[src/hdl/wdsf_pkg.sv]
// ----------------------------------------------------------------------------
// wdsf_pkg: shared types and constants
// Command codes, register indexes, reset values and the front/back queue entry.
// ----------------------------------------------------------------------------
package wdsf_pkg;

   localparam int WINDOW_DEPTH_DEF = 64;
   localparam int STAMP_W = 32;
   localparam int DEPTH_W = 20;
   localparam int MINE_W = 7;
   localparam int CFG16_W = 16;

   localparam logic [1:0] CMD_SAMPLE = 2'd0;
   localparam logic [1:0] CMD_QUERY = 2'd1;
   localparam logic [1:0] CMD_CLEAR = 2'd2;

   localparam logic [1:0] REG_MIN_ENTRIES = 2'd0;
   localparam logic [1:0] REG_SPAN_MS = 2'd1;
   localparam logic [1:0] REG_SIGMA_MULT = 2'd2;
   localparam logic [1:0] REG_CUTOFF = 2'd3;

   localparam logic [MINE_W-1:0] MIN_ENTRIES_RST = 7'd4;
   localparam logic [CFG16_W-1:0] SPAN_MS_RST = 16'd2000;
   localparam logic [CFG16_W-1:0] SIGMA_MULT_RST = 16'd768;
   localparam logic [CFG16_W-1:0] CUTOFF_RST = 16'd150;

   typedef enum logic [1:0] {
      OP_SAMPLE,
      OP_QUERY,
      OP_CLEAR
   } op_type;

   typedef struct packed {
      op_type op;
      logic [STAMP_W-1:0] stamp;
      logic signed [DEPTH_W-1:0] depth;
   } job_type;

   typedef enum logic [3:0] {
      ST_IDLE,
      ST_READ,
      ST_TEST,
      ST_DROP,
      ST_TRIM,
      ST_APPEND,
      ST_MATH1,
      ST_MATH2,
      ST_MATH3,
      ST_DIVIDE,
      ST_EMIT
   } back_state_type;

endpackage

[src/hdl/wdsf_front.sv]
// ----------------------------------------------------------------------------
// wdsf_front: command decode and job queue
// Accepts request words, drops unused codes and queues jobs for the back end.
// ----------------------------------------------------------------------------
module wdsf_front (
   input logic clock,
   input logic reset,
   input logic req_valid,
   output logic req_ready,
   input logic [1:0] req_command,
   input logic [wdsf_pkg::STAMP_W-1:0] req_stamp_ms,
   input logic signed [wdsf_pkg::DEPTH_W-1:0] req_depth_mm,
   output logic job_valid,
   input logic job_ready,
   output wdsf_pkg::job_type job
);

   wdsf_pkg::job_type q_ff [2];
   logic [1:0] cnt_ff, cnt_in;
   logic rd_ff, rd_in, wr_ff, wr_in;
   logic push, pop, keep;
   wdsf_pkg::job_type nj;

   assign req_ready = (cnt_ff != 2'd2);
   assign job_valid = (cnt_ff != 2'd0);
   assign job = q_ff[rd_ff];
   assign pop = job_valid && job_ready;

   always_comb begin
      keep = 1'b1;
      nj.stamp = req_stamp_ms;
      nj.depth = req_depth_mm;
      case (req_command)
         wdsf_pkg::CMD_SAMPLE: nj.op = wdsf_pkg::OP_SAMPLE;
         wdsf_pkg::CMD_QUERY: nj.op = wdsf_pkg::OP_QUERY;
         wdsf_pkg::CMD_CLEAR: nj.op = wdsf_pkg::OP_CLEAR;
         default: begin
            nj.op = wdsf_pkg::OP_SAMPLE;
            keep = 1'b0;
         end
      endcase
   end

   assign push = req_valid && req_ready && keep;

   always_comb begin
      cnt_in = cnt_ff;
      rd_in = rd_ff;
      wr_in = wr_ff;
      if (push) begin
         wr_in = ~wr_ff;
      end
      if (pop) begin
         rd_in = ~rd_ff;
      end
      if (push && !pop) begin
         cnt_in = cnt_ff + 2'd1;
      end else if (pop && !push) begin
         cnt_in = cnt_ff - 2'd1;
      end
   end

   always_ff @(posedge clock) begin
      if (push) begin
         q_ff[wr_ff] <= nj;
      end
      if (reset) begin
         cnt_ff <= 2'd0;
         rd_ff <= 1'b0;
         wr_ff <= 1'b0;
      end else begin
         cnt_ff <= cnt_in;
         rd_ff <= rd_in;
         wr_ff <= wr_in;
      end
   end

`ifndef NO_ASSERTIONS
   a_no_overflow: assert property (@(posedge clock) disable iff (reset)
      cnt_ff == 2'd2 |-> !push) else $error("queue overflow");
   a_count_step: assert property (@(posedge clock) disable iff (reset)
      push && !pop |=> cnt_ff == $past(cnt_ff) + 2'd1) else $error("count slip");
   a_pop_nonempty: assert property (@(posedge clock) disable iff (reset)
      pop |-> cnt_ff != 2'd0) else $error("pop of empty queue");
`endif

endmodule

[config.mk]
export PLATFORM = sky130hd
export DESIGN_NAME = wdsf_front
export DESIGN_NICKNAME = d
export VERILOG_FILES = /design/src/hdl/wdsf_pkg.sv /design/src/hdl/wdsf_front.sv
export SDC_FILE = /design/constraint.sdc
export NUM_CORES = 1
export LEC_CHECK = 0
export BUFFER_PORTS_ARGS = -buffer_cell sky130_fd_sc_hd__clkbuf_2
export CORE_UTILIZATION = 50
export DETAILED_ROUTE_END_ITERATION = 8
export PLACE_DENSITY = 0.87
export SLEW_MARGIN = 20
export SYNTH_ARGS = -nofsm -noshare
export SYNTH_HDL_FRONTEND = slang
export SYNTH_SLANG_ARGS = --single-unit
export TNS_END_PERCENT = 10
[constraint.sdc]
create_clock -name clock -period 6.1 [get_ports clock]
set_clock_uncertainty 0.2 [all_clocks]
set_input_delay 1.22 -clock clock [delete_from_list [all_inputs] [get_ports clock]]
set_output_delay 1.22 -clock clock [all_outputs]
set_load 0.01 [all_outputs]
# ---- Word-level counts from Yosys, hierarchy flattened
# Memories as Yosys holds them, arrays and structs flattened. A register that Yosys moved wholly into a read port is not among the register bits.
# Index checks and enable logic that the tools add are counted.
dict set report totals {
  memories 1
  out_inout_bits 56
  register_bits 4
  inputBits 58
  ram_bits 108
  elab_cells 30
}
# name words width read_ports rd_ports_with_merged_regs write_ports line_no
set mem_list {}
lappend mem_list {q_ff 2 54 1 1 1 wdsf_front.sv:18} ;# wdsf_pkg::job_type q_ff [2];
dict set report op_classes {
  mux 8
  n_addsub 2
  n_eq_ne 3
  reduce_logical 11
  bitwise_logic 2
}
# operator n
set op_table {}
lappend op_table {{$logic_and A1 B1 Y1} 5}
lappend op_table {{$mux W1} 5}
lappend op_table {{$mux W2} 2}
lappend op_table {{$pmux W2 S2} 1}
lappend op_table {{$reduce_bool A2 Y1} 2}
lappend op_table {{$reduce_or A3 Y1} 1}
lappend op_table {{$add A2 B1 Y2 const B} 1}
lappend op_table {{$eq A2 B1 Y1 const B} 1}
lappend op_table {{$eq A2 B2 Y1 const B} 1}
lappend op_table {{$logic_not A1 Y1} 2}
lappend op_table {{$logic_not A2 Y1} 1}
lappend op_table {{$ne A2 B2 Y1 const B} 1}
lappend op_table {{$not A1 Y1} 2}
lappend op_table {{$sub A2 B1 Y2 const B} 1}

# ---- Longest topological paths before layout
# Gate-level depths: netlist of the first run.
dict set report depth {
  ltp_word 8
  depth_mapped 6
}

# ---- Worst setup path after synthesis of the first run
# OpenSTA, ideal clock, no wires.
dict set report synth_timing {
  kind {input port to flip-flop}
  from {input port req_command[0]}
  to {memory q_ff[0][0] (netlist bit), enable pin}
  stages 3
  arrival_time_ns 3.902
  slack_ns 1.525
  path_buffers 0
  required_time_ns 5.428
  cell_sequence {nand2_1 and3_4 nor2b_1}
}
dict set report synth_between {
  elab_chain_cells 6
  word_cells_on_any_way 8
}
# element line_no
set synth_rtl {}
lappend synth_rtl {{start: declaration} wdsf_front.sv:10} ;# input logic [1:0] req_command,
lappend synth_rtl {{$eq A2 B2 Y1, or another cell as far along} wdsf_front.sv:33} ;# case (req_command)
lappend synth_rtl {{$reduce_or A3 Y1 (no line) *} n/a}
lappend synth_rtl {{$mux W1 *} wdsf_front.sv:33}
lappend synth_rtl {{$logic_and A1 B1 Y1 *} wdsf_front.sv:44} ;# assign push = req_valid && req_ready && keep;
lappend synth_rtl {{net push} wdsf_front.sv:21} ;# logic push, pop, keep;
lappend synth_rtl {{$mux W1 *} wdsf_front.sv:64} ;# if (push) begin
lappend synth_rtl {{$mux W1 (not written as such) *} wdsf_front.sv:65} ;# q_ff[wr_ff] <= nj;
lappend synth_rtl {{end: declaration} wdsf_front.sv:18}
# Mark *: on every way through the listed nets, which the timed path passes. The rest lies on a longest branch.

==> flow_metrics.env, run 1 <==
export IMPL_status="completed"
export IMPL_slew_headroom_pct=53.3
export IMPL_wl_met2_um=3540
export IMPL_p_total_mw=2.46
export IMPL_track_usage_pct=17.0
export IMPL_maxSlewViolCount=0
export IMPL_yosys_area_top_type="edfxtp_1"
export IMPL_top_layer_used="met4"
export IMPL_syn_inst=195
export IMPL_first_global_vias=2213
export IMPL_synth_simple_area_share_pct=2.11
export IMPL_worst_slack_ns=2.72
export IMPL_fin_crit_ns=3.38
export IMPL_ys_warn_count=0
export IMPL_p_leak_nw=2.08
export IMPL_fin_nets=383
export IMPL_end_kind="output pin"
export IMPL_ys_ff_latch=113
export IMPL_grt_pass1_wl_um=10500
export IMPL_stdcell_area_sq_mm=0.00542
export IMPL_drtIter0Drc=65
export IMPL_via_count=2172
export IMPL_initial_core_util_pct=52.6
export IMPL_die_w_um=93.1
export IMPL_post_cts_resized=0
export IMPL_dr_wl_met3_um=416
export IMPL_vdd_ir_drop_max_mv=0.242
export IMPL_via_per_inst=4.95
export IMPL_max_cap_violations=0
export IMPL_n_antenna_cell=0
export IMPL_synthMostInstantiatedCell="edfxtp_1"
export IMPL_cts_made_buffers=17
export IMPL_synthAdderAreaFrac_pct=0.301
export IMPL_required_ns=4.68
export IMPL_holdPathStages=2
export IMPL_drc=0
export IMPL_insertion_delay_ns=0.50
export IMPL_wl_met1_um=2810
export IMPL_fp_dieArea_sq_mm=0.00867
export IMPL_clock_fmax_mhz=296
export IMPL_synth_compound_area_share_pct=0.362
export IMPL_cts_tree="done"
export IMPL_synth_xor_area_share_pct=0.633
export IMPL_synth_top_family_by_area="multiplexers"
export IMPL_period_share_pct=55.4
export IMPL_ys_flop_type="edfxtp_1"
export IMPL_ctsHoldBuffers=0
export IMPL_finalSetupViolations=0
export IMPL_hold_viol=0
export IMPL_dpl_cell_area_sq_mm=0.00483
export IMPL_drive_gt1_share_pct=60.2
export IMPL_r2r_cells=4
export IMPL_io_buffer_count=113
export IMPL_cts_max_path_buffers=2
export IMPL_synth_distinct_cells=18
export IMPL_synth_area_leaders="edfxtp_1, mux2_2, dfxtp_1"
export IMPL_worstHoldPathType="flip-flop to flip-flop"
export IMPL_setup_tns_ns=0
export IMPL_totalWireLength_um=6870
export IMPL_worst_pin_slew_ns=0.701
export IMPL_synthTopCellsByCount="edfxtp_1, mux2_2, buf_4, dfxtp_1"
export IMPL_postSynth_asyncResetShare_pct=0
export IMPL_ys_seq_area_share_pct=80.6
export IMPL_cp_arrival_ns=1.96
export IMPL_crit_path_max_fanout=54
export IMPL_core_area_sq_mm=0.00789
export IMPL_cp_start_kind="flip-flop"
export IMPL_wl_per_cell_um=15.7
export IMPL_post_cts_setup_buffer_count=0
export IMPL_grt_max_degree=55
export IMPL_hpwl_um=4350
export IMPL_synth_edf_count=108
export IMPL_antenna_found_initial=0
export IMPL_syn_avg_cell_area_sq_um=21.3
export IMPL_synth_top_area_share_pct=78.1
export IMPL_root_buffer="clkbuf_8"
export IMPL_pin_count=114
export IMPL_synthMuxAreaShare_pct=15.0
export IMPL_drt_pass1_iterations=4
export IMPL_cts_sinks=113
export IMPL_die_height_um=93.1
export IMPL_critical_path_class="flip-flop to output pin"
export IMPL_grt_ovfl_total=0
export IMPL_pre_cts_ws_ns=2.87
export IMPL_netlist_area_sq_mm=0.00415
export IMPL_cellPowerDensity_mw_per_mm2=454
export IMPL_rows=32
export IMPL_cts_clk_slew_worst_paths_ns=0.05
export IMPL_h_tree_depth=4
export IMPL_place_congestion=0.675
export IMPL_ant_nets=0
export IMPL_syn_nets=254
export IMPL_rsz0062_at_grt="no"
export IMPL_area_growth_pct=30.6
[per-stage QoR]
step | instances | hold WS (ns) | utilization (%)
3_3_place_gp | 407 | 0.285 | 61.3
3_5_place_dp | 407 | 0.345 | 61.3
6_report | 439 | 0.354 | 68.7
4_1_cts | 439 | 0.370 | 68.7
5_1_grt | 439 | 0.398 | 68.7
2_1_floorplan | 195 | 0.272 | -
[worst max-delay path, cell delays in order (launching register included)]
cell      delay, ns
dfxtp_2        0.31
buf_4          0.51
mux2_2         0.42
clkbuf_2       0.13
[per-layer routing]
| layer | vias up | track usage [%] |
|---|---|---|
| li1 | 1027 | - |
| met1 | 1047 | 19.6 |
| met2 | 82 | 28.4 |
| met3 | 16 | 5.61 |
| met4 | 0 | 8.46 |
| met5 | - | 0 |
[sequential cells by signal, indices dropped and copies added (netlist names), named ones only]
register / count
cnt_ff: 2
q_ff: 108
rd_ff: 1
wr_ff: 1
[cells in the final DEF (no fill, tap or decap)]
cell type / Yosys / final
clkinvlp_4: 0 / 1
nor2b_1: 4 / 3
a21oi_1: 1 / 1
ha_1: 1 / 1
edfxtp_1: 108 / 108
mux2_2: 54 / 54
nand2b_4: 1 / 1
mux2_4: 1 / 1
dfxtp_1: 5 / 4
or3_1: 1 / 1
dfxtp_2: 0 / 1
clkinv_4: 0 / 1
clkbuf_16: 0 / 16
clkinv_2: 0 / 3
and2_2: 0 / 1
buf_4: 5 / 3
and3_4: 1 / 1
clkbuf_8: 0 / 1
clkbuf_2: 0 / 113
nor2b_4: 0 / 1
clkinv_1: 0 / 5
or2_2: 1 / 1
o21ai_0: 2 / 2
bufinv_16: 0 / 4
nor2_1: 4 / 4
clkbuf_1: 0 / 1
nand2_1: 1 / 1
xor2_1: 3 / 3
[power by group]
part | total [mW] | internal [mW] | switching, mW
logic | 0.506 | 0.242 | 0.264
registers | 0.991 | 0.962 | 0.0286
clock network | 0.967 | 0.652 | 0.315
[final timing paths]
path | startpoint | slack, ns | to
setup / recovery | flip-flop | 2.72 | job[13]
hold / removal | rd_ff | 0.35 | flip-flop
setup reg to reg | cnt_ff[0] | 3.73 | q_ff[0][21]
hold reg to reg | rd_ff | 0.35 | flip-flop
[logic make-up (layout without fill, tap and decap cells)]
group                    count (synthesis)  in the layout
XOR/XNOR                                 3              3
buffers and inverters                    6            148
flip-flops                             113            113
adder cells (fa/ha/maj)                  1              1
AO/OA/AOI/OAI                            3              3
multiplexers                            55             55
AND/OR/NAND/NOR                         14             14
[layout make-up]
type | instances | area, sq um
repair buffers | 116 | 588
clock buffers | 18 | 418
clock inverters | 14 | 170
well taps | 102 | 128
multi-input cells | 76 | 773
fillers | 534 | 2470
flip-flops and latches | 113 | 3340
No activity file was read; power rests on OpenSTA's default activity.
==> run 2, diff against run 1 <==
--- a/config.mk
+++ b/config.mk
@@ -5,10 +5,11 @@
 export SDC_FILE = /design/constraint.sdc
 export NUM_CORES = 1
 export LEC_CHECK = 0
+export ABC_AREA = 1
 export BUFFER_PORTS_ARGS = -buffer_cell sky130_fd_sc_hd__clkbuf_2
-export CORE_UTILIZATION = 50
+export CORE_UTILIZATION = 47
 export DETAILED_ROUTE_END_ITERATION = 8
-export PLACE_DENSITY = 0.87
+export PLACE_DENSITY = 0.85
 export SLEW_MARGIN = 20
 export SYNTH_ARGS = -nofsm -noshare
 export SYNTH_HDL_FRONTEND = slang
==> constraint.sdc (replaced) <==
create_clock -name clock -period 2.9 [get_ports clock]
set_clock_uncertainty 0.2 [all_clocks]
set_input_delay 0.58 -clock clock [delete_from_list [all_inputs] [get_ports clock]]
set_output_delay 0.58 -clock clock [all_outputs]
set_load 0.01 [all_outputs]
==> flow_metrics.env, run 2 <==
export IMPL_status="completed"
export IMPL_setup_tns_ns=0
export IMPL_mostFrequentLayoutCells="clkbuf_2, edfxtp_1, mux2_4, clkbuf_16, nand2_1"
export IMPL_syn_inst=211
export IMPL_fp_dieArea_sq_mm=0.00978
export IMPL_ant_nets=0
export IMPL_grt_ovfl_total=0
export IMPL_top_register="q_ff"
export IMPL_via_count=2212
export IMPL_netSwitchingFraction_pct=23.8
export IMPL_finalSetupViolations=0
export IMPL_largestRegisters="q_ff x108, cnt_ff x2"
export IMPL_cp_start_kind="flip-flop"
export IMPL_p_sw_mw=1.23
export IMPL_place_congestion=0.672
export IMPL_synth_area_leaders="edfxtp_1, mux2_4, buf_12"
export IMPL_synth_edf_count=108
export IMPL_end_kind="output pin"
export IMPL_critical_path_class="flip-flop to output pin"
export IMPL_stdcell_area_sq_mm=0.00567
export IMPL_via_per_inst=4.80
export IMPL_drtIter0Drc=65
export IMPL_die_w_um=98.9
export IMPL_grt_pass1_wl_um=10800
export IMPL_ys_flop_type="edfxtp_1"
export IMPL_synthTopCellsByCount="edfxtp_1, mux2_4, nand2_1"
export IMPL_largest_register_ffs=108
export IMPL_totalWireLength_um=6880
export IMPL_n_antenna_cell=0
export IMPL_combPwrFrac_pct=20.4
export IMPL_vdd_ir_drop_max_mv=0.609
export IMPL_syn_nets=270
export IMPL_worst_pin_slew_ns=0.416
export IMPL_cts_sinks=113
export IMPL_rsz0062_at_grt="no"
export IMPL_ys_seq_area_share_pct=75.8
export IMPL_ys_ff_latch=113
export IMPL_drt_pass1_iterations=4
export IMPL_cts_clk_slew_worst_paths_ns=0.05
export IMPL_pin_count=114
export IMPL_worstHoldPathType="primary input to flip-flop"
export IMPL_hold_viol=0
export IMPL_fin_crit_ns=2.51
export IMPL_final_common_cell="clkbuf_2"
export IMPL_yosys_area_top_type="edfxtp_1"
export IMPL_track_usage_pct=14.9
export IMPL_drc=0
export IMPL_max_cap_violations=0
export IMPL_root_buffer="clkbuf_8"
export IMPL_first_global_vias=2316
export IMPL_cts_made_buffers=17
export IMPL_fin_nets=399
export IMPL_p_total_mw=5.15
export IMPL_period_share_pct=86.5
export IMPL_post_cts_setup_buffer_count=0
export IMPL_initial_core_util_pct=49.6
export IMPL_io_buffer_count=113
export IMPL_clock_fmax_mhz=399
export IMPL_fill_cells=653
export IMPL_p_leak_nw=2.31
export IMPL_cts_tree="done"
export IMPL_synthMostInstantiatedCell="edfxtp_1"
export IMPL_dpl_cell_area_sq_mm=0.00508
export IMPL_insertion_delay_ns=0.48
export IMPL_cp_arrival_ns=1.73
export IMPL_whs_ns=0.0799
export IMPL_clkPwrFrac_pct=39.7
export IMPL_area_growth_pct=28.5
export IMPL_drive_gt1_share_pct=56.7
export IMPL_ys_warn_count=0
export IMPL_cellPowerDensity_mw_per_mm2=909
export IMPL_hpwl_um=4280
export IMPL_worst_slack_ns=0.393
export IMPL_syn_avg_cell_area_sq_um=20.9
export IMPL_pre_cts_ws_ns=0.823
export IMPL_die_height_um=98.9
export IMPL_postSynth_asyncResetShare_pct=0
export IMPL_grt_max_degree=55
export IMPL_p_int_mw=3.92
export IMPL_core_area_sq_mm=0.00889
export IMPL_netlist_area_sq_mm=0.00441
export IMPL_pwr_share_seq_pct=39.9
export IMPL_cts_max_path_buffers=2
export IMPL_rows=34
export IMPL_maxSlewViolCount=0
export IMPL_slew_headroom_pct=72.2
export IMPL_synth_distinct_cells=15
export IMPL_synth_top_area_share_pct=73.5
export IMPL_post_cts_resized=0
export IMPL_h_tree_depth=4
export IMPL_required_ns=2.12
export IMPL_crit_path_max_fanout=54
export IMPL_ctsHoldBuffers=0
export IMPL_wl_per_cell_um=14.9
export IMPL_antenna_found_initial=0
## run 2: cell types whose count changed after synthesis, moves of 10 or more
cell / previous run / this run
mux2_2: 54 / 4
mux2_4: 1 / 50
inv_1: 0 / 10
nand2_1: 1 / 11
## run 2: power groups by stage
| stage | clock network [mW] | registers (mW) | logic, mW |
|---|---|---|---|
| 2_1_floorplan | 0 | 2.08 | 0.800 |
| 5_1_grt | 2.15 | 2.07 | 1.14 |
| 4_1_cts | 2.09 | 2.06 | 1.07 |
| 6_report | 2.04 | 2.06 | 1.05 |
| 3_3_place_gp | 0 | 2.08 | 1.05 |
| 3_5_place_dp | 0 | 2.09 | 1.07 |
## run 2: logic make-up after synthesis
| family | after synthesis | synth area share, % |
|---|---|---|
| DFF | 113 | 75.8 |
| muxes | 54 | 18.0 |
| and+or+nand+nor | 24 | 2.18 |
| buffers and inverters | 16 | 3.38 |
| AOI/OAI and AO/OA | 3 | 0.340 |
| adders and majority gates | 1 | 0.284 |
## run 2: layout make-up
| cell class | count | area [sq um] | area share, % |
|---|---|---|---|
| inverters | 10 | 37.5 | 0.662 |
| flip-flops and latches | 113 | 3350 | 59.1 |
| well taps | 108 | 135 | 2.38 |
| multi-input cells | 82 | 931 | 16.4 |
| repair buffers | 116 | 626 | 11.0 |
| clock buffers | 21 | 429 | 7.57 |
| clock inverters | 11 | 163 | 2.87 |
## run 2: path summary, 6_finish.rpt
check	start	end	slack [ns]	depth (start not counted)
setup / recovery	flip-flop	job[52]	0.39	3
hold / removal	req_stamp_ms[5]	q_ff[1][25]	0.08	1
setup reg to reg	cnt_ff[1]	q_ff[1][21]	1.18	6
hold reg to reg	wr_ff	wr_ff	0.34	2
## run 2: worst max-delay path, cell delays in order, from the launching register on
cell      delay, ns
dfxtp_4        0.34
buf_12         0.33
mux2_2         0.39
clkbuf_2       0.13
## run 2: metrics by stage
| step | util [%] | std cells |
|---|---|---|
| floorplan | - | 211 |
| global placement | 57.1 | 429 |
| detailed placement | 57.1 | 429 |
| CTS | 63.7 | 461 |
| global route | 63.7 | 461 |
| finish | 63.7 | 461 |
## run 2: routing by layer
layer  track usage, %  vias up  wire length [um]
li1                 -     1066                 -
met1             16.4     1064              2800
met5                0        -                 0
met3             4.47        9               334
met2             26.6       73              3650
met4             6.89        0                94
==> run 3, diff against run 2 <==
--- a/config.mk
+++ b/config.mk
@@ -9,7 +9,7 @@
 export BUFFER_PORTS_ARGS = -buffer_cell sky130_fd_sc_hd__clkbuf_2
 export CORE_UTILIZATION = 47
 export DETAILED_ROUTE_END_ITERATION = 8
-export PLACE_DENSITY = 0.85
+export PLACE_DENSITY = 0.75
 export SLEW_MARGIN = 20
 export SYNTH_ARGS = -nofsm -noshare
 export SYNTH_HDL_FRONTEND = slang
==> constraint.sdc (replaced) <==
create_clock -name clock -period 2.9 [get_ports clock]
set_clock_uncertainty 0.2 [all_clocks]
set_input_delay 0.29 -clock clock [delete_from_list [all_inputs] [get_ports clock]]
set_output_delay 0.29 -clock clock [all_outputs]
set_load 0.01 [all_outputs]
==> flow_metrics.env, run 3 (synthesis results as in run 2) <==
export IMPL_cp_num_buf_inv=2
export IMPL_die_height_um=98.9
export IMPL_maxSlewViolCount=0
export IMPL_cp_start_kind="flip-flop"
export IMPL_io_buffer_count=113
export IMPL_fp_dieArea_sq_mm=0.00978
export IMPL_drc=0
export IMPL_period_share_pct=83.1
export IMPL_area_growth_pct=40.9
export IMPL_cts_made_buffers=17
export IMPL_root_buffer="clkbuf_8"
export IMPL_post_cts_resized=0
export IMPL_cp_top_family="flip-flops"
export IMPL_fin_crit_ns=2.41
export IMPL_totalWireLength_um=8100
export IMPL_hold_viol=0
export IMPL_cts_sinks=113
export IMPL_cp_arrival_ns=1.92
export IMPL_finalSetupViolations=0
export IMPL_p_leak_nw=2.55
export IMPL_drive_gt1_share_pct=49.3
export IMPL_end_kind="output pin"
export IMPL_fill_cells=590
export IMPL_dpl_cell_area_sq_mm=0.00508
export IMPL_vdd_ir_drop_max_mv=0.455
export IMPL_final_common_cell="clkbuf_2"
export IMPL_cellPowerDensity_mw_per_mm2=828
export IMPL_status="completed"
export IMPL_initial_core_util_pct=49.6
export IMPL_track_usage_pct=18.0
export IMPL_rsz0062_at_grt="no"
export IMPL_pin_count=114
export IMPL_r2r_end="q_ff[1][12]"
export IMPL_rows=34
export IMPL_whs_ns=0.0638
export IMPL_cts_tree="done"
export IMPL_regToRegStartpoint="cnt_ff[1]"
export IMPL_r2r_cells=6
export IMPL_worst_pin_slew_ns=0.561
export IMPL_multi_input_area_sq_um=931
export IMPL_worstHoldStart="req_valid"
export IMPL_ant_nets=0
export IMPL_cts_max_path_buffers=2
export IMPL_crit_path_max_fanout=25
export IMPL_drt_pass1_iterations=5
export IMPL_slowest_stage="dfxtp_4"
export IMPL_die_w_um=98.9
export IMPL_critical_path_class="flip-flop to output pin"
export IMPL_clock_fmax_mhz=415
export IMPL_core_area_sq_mm=0.00889
export IMPL_n_antenna_cell=0
export IMPL_h_tree_depth=4
export IMPL_antenna_found_initial=0
export IMPL_via_count=2493
export IMPL_stdcell_area_sq_mm=0.00621
export IMPL_mostFrequentLayoutCells="clkbuf_2, edfxtp_1, dlygate4sd3_1, mux2_4, clkbuf_16"
export IMPL_via_per_inst=4.78
export IMPL_first_global_vias=2678
export IMPL_slew_headroom_pct=62.5
export IMPL_wl_per_cell_um=15.5
export IMPL_cp_slowest_stage_delay_ns=0.62
export IMPL_place_congestion=0.809
export IMPL_largestRegisters="q_ff x108, cnt_ff x2"
export IMPL_worstPathCellList="buf_12 -> mux2_2 -> clkbuf_2"
export IMPL_hpwl_um=4810
export IMPL_worstHoldPathType="primary input to flip-flop"
export IMPL_whs_endpoint="wr_ff"
export IMPL_required_ns=2.41
export IMPL_post_cts_setup_buffer_count=0
export IMPL_cts_clk_slew_worst_paths_ns=0.05
export IMPL_grt_max_degree=39
export IMPL_setup_tns_ns=0
export IMPL_regArea_sq_mm=0.00335
export IMPL_fin_nets=460
export IMPL_largest_register_ffs=108
export IMPL_ctsHoldBuffers=57
export IMPL_holdPathStages=5
export IMPL_insertion_delay_ns=0.51
export IMPL_max_cap_violations=0
export IMPL_grt_ovfl_total=0
export IMPL_drtIter0Drc=56
export IMPL_top_register="q_ff"
export IMPL_grt_pass1_wl_um=12700
export IMPL_reg2reg_slack_ns=0.81
run 3: worst register-to-register path, delay by kind of cell, from the launching register on:
family	cells	cell delay, ns
AND/OR/NAND/NOR	3	0.39
flip-flops	1	0.31
buffers and inverters	3	0.87
run 3: cell type report:
class,count,area share [%]
multi-input cells,82,15.0
repair buffers,177,19.3
clock inverters,15,2.40
inverters,10,0.604
clock buffers,17,6.66
well taps,108,2.17
flip-flops and latches,113,53.9
run 3: worst max-delay path by stage:
stage	from	to	slack [ns]	depth (start not counted)
after floorplan	cnt_ff[1]	q_ff[0][0]	0.50	3
after global placement	req_command[0]	q_ff[1][13]	0.79	7
after detailed placement	req_command[0]	q_ff[1][13]	0.70	7
after CTS	flip-flop	job[53]	0.42	3
after global routing	flip-flop	job[53]	0.41	3
final	flip-flop	job[53]	0.49	3
run 3: stage by stage:
| step | setup slack, ns | std cells | utilization [%] | total power, mW |
|---|---|---|---|---|
| floorplan | 0.496 | 211 | - | 2.88 |
| global placement | 0.790 | 433 | 57.1 | 3.14 |
| detailed placement | 0.702 | 433 | 57.1 | 3.17 |
| CTS | 0.423 | 522 | 69.9 | 5.19 |
| global route | 0.406 | 522 | 69.9 | 5.34 |
| finish | 0.490 | 522 | 69.9 | 5.14 |
run 3: per-layer routing:
metal | vias up | track usage (%) | share of wire, %
li1 | 1191 | - | -
met2 | 87 | 31.6 | 52
met3 | 15 | 4.26 | 4.8
met4 | 0 | 11.4 | 2.1
met1 | 1200 | 19.6 | 42
met5 | - | 0 | 0
run 3: power by group:
group | switching (mW) | leakage (nW) | total, mW | internal [mW]
clock network | 0.675 | 0.274 | 1.96 | 1.28
logic | 0.508 | 1.24 | 1.09 | 0.579
registers | 0.0951 | 1.04 | 2.10 | 2.01
total | 1.28 | 2.55 | 5.14 | 3.86
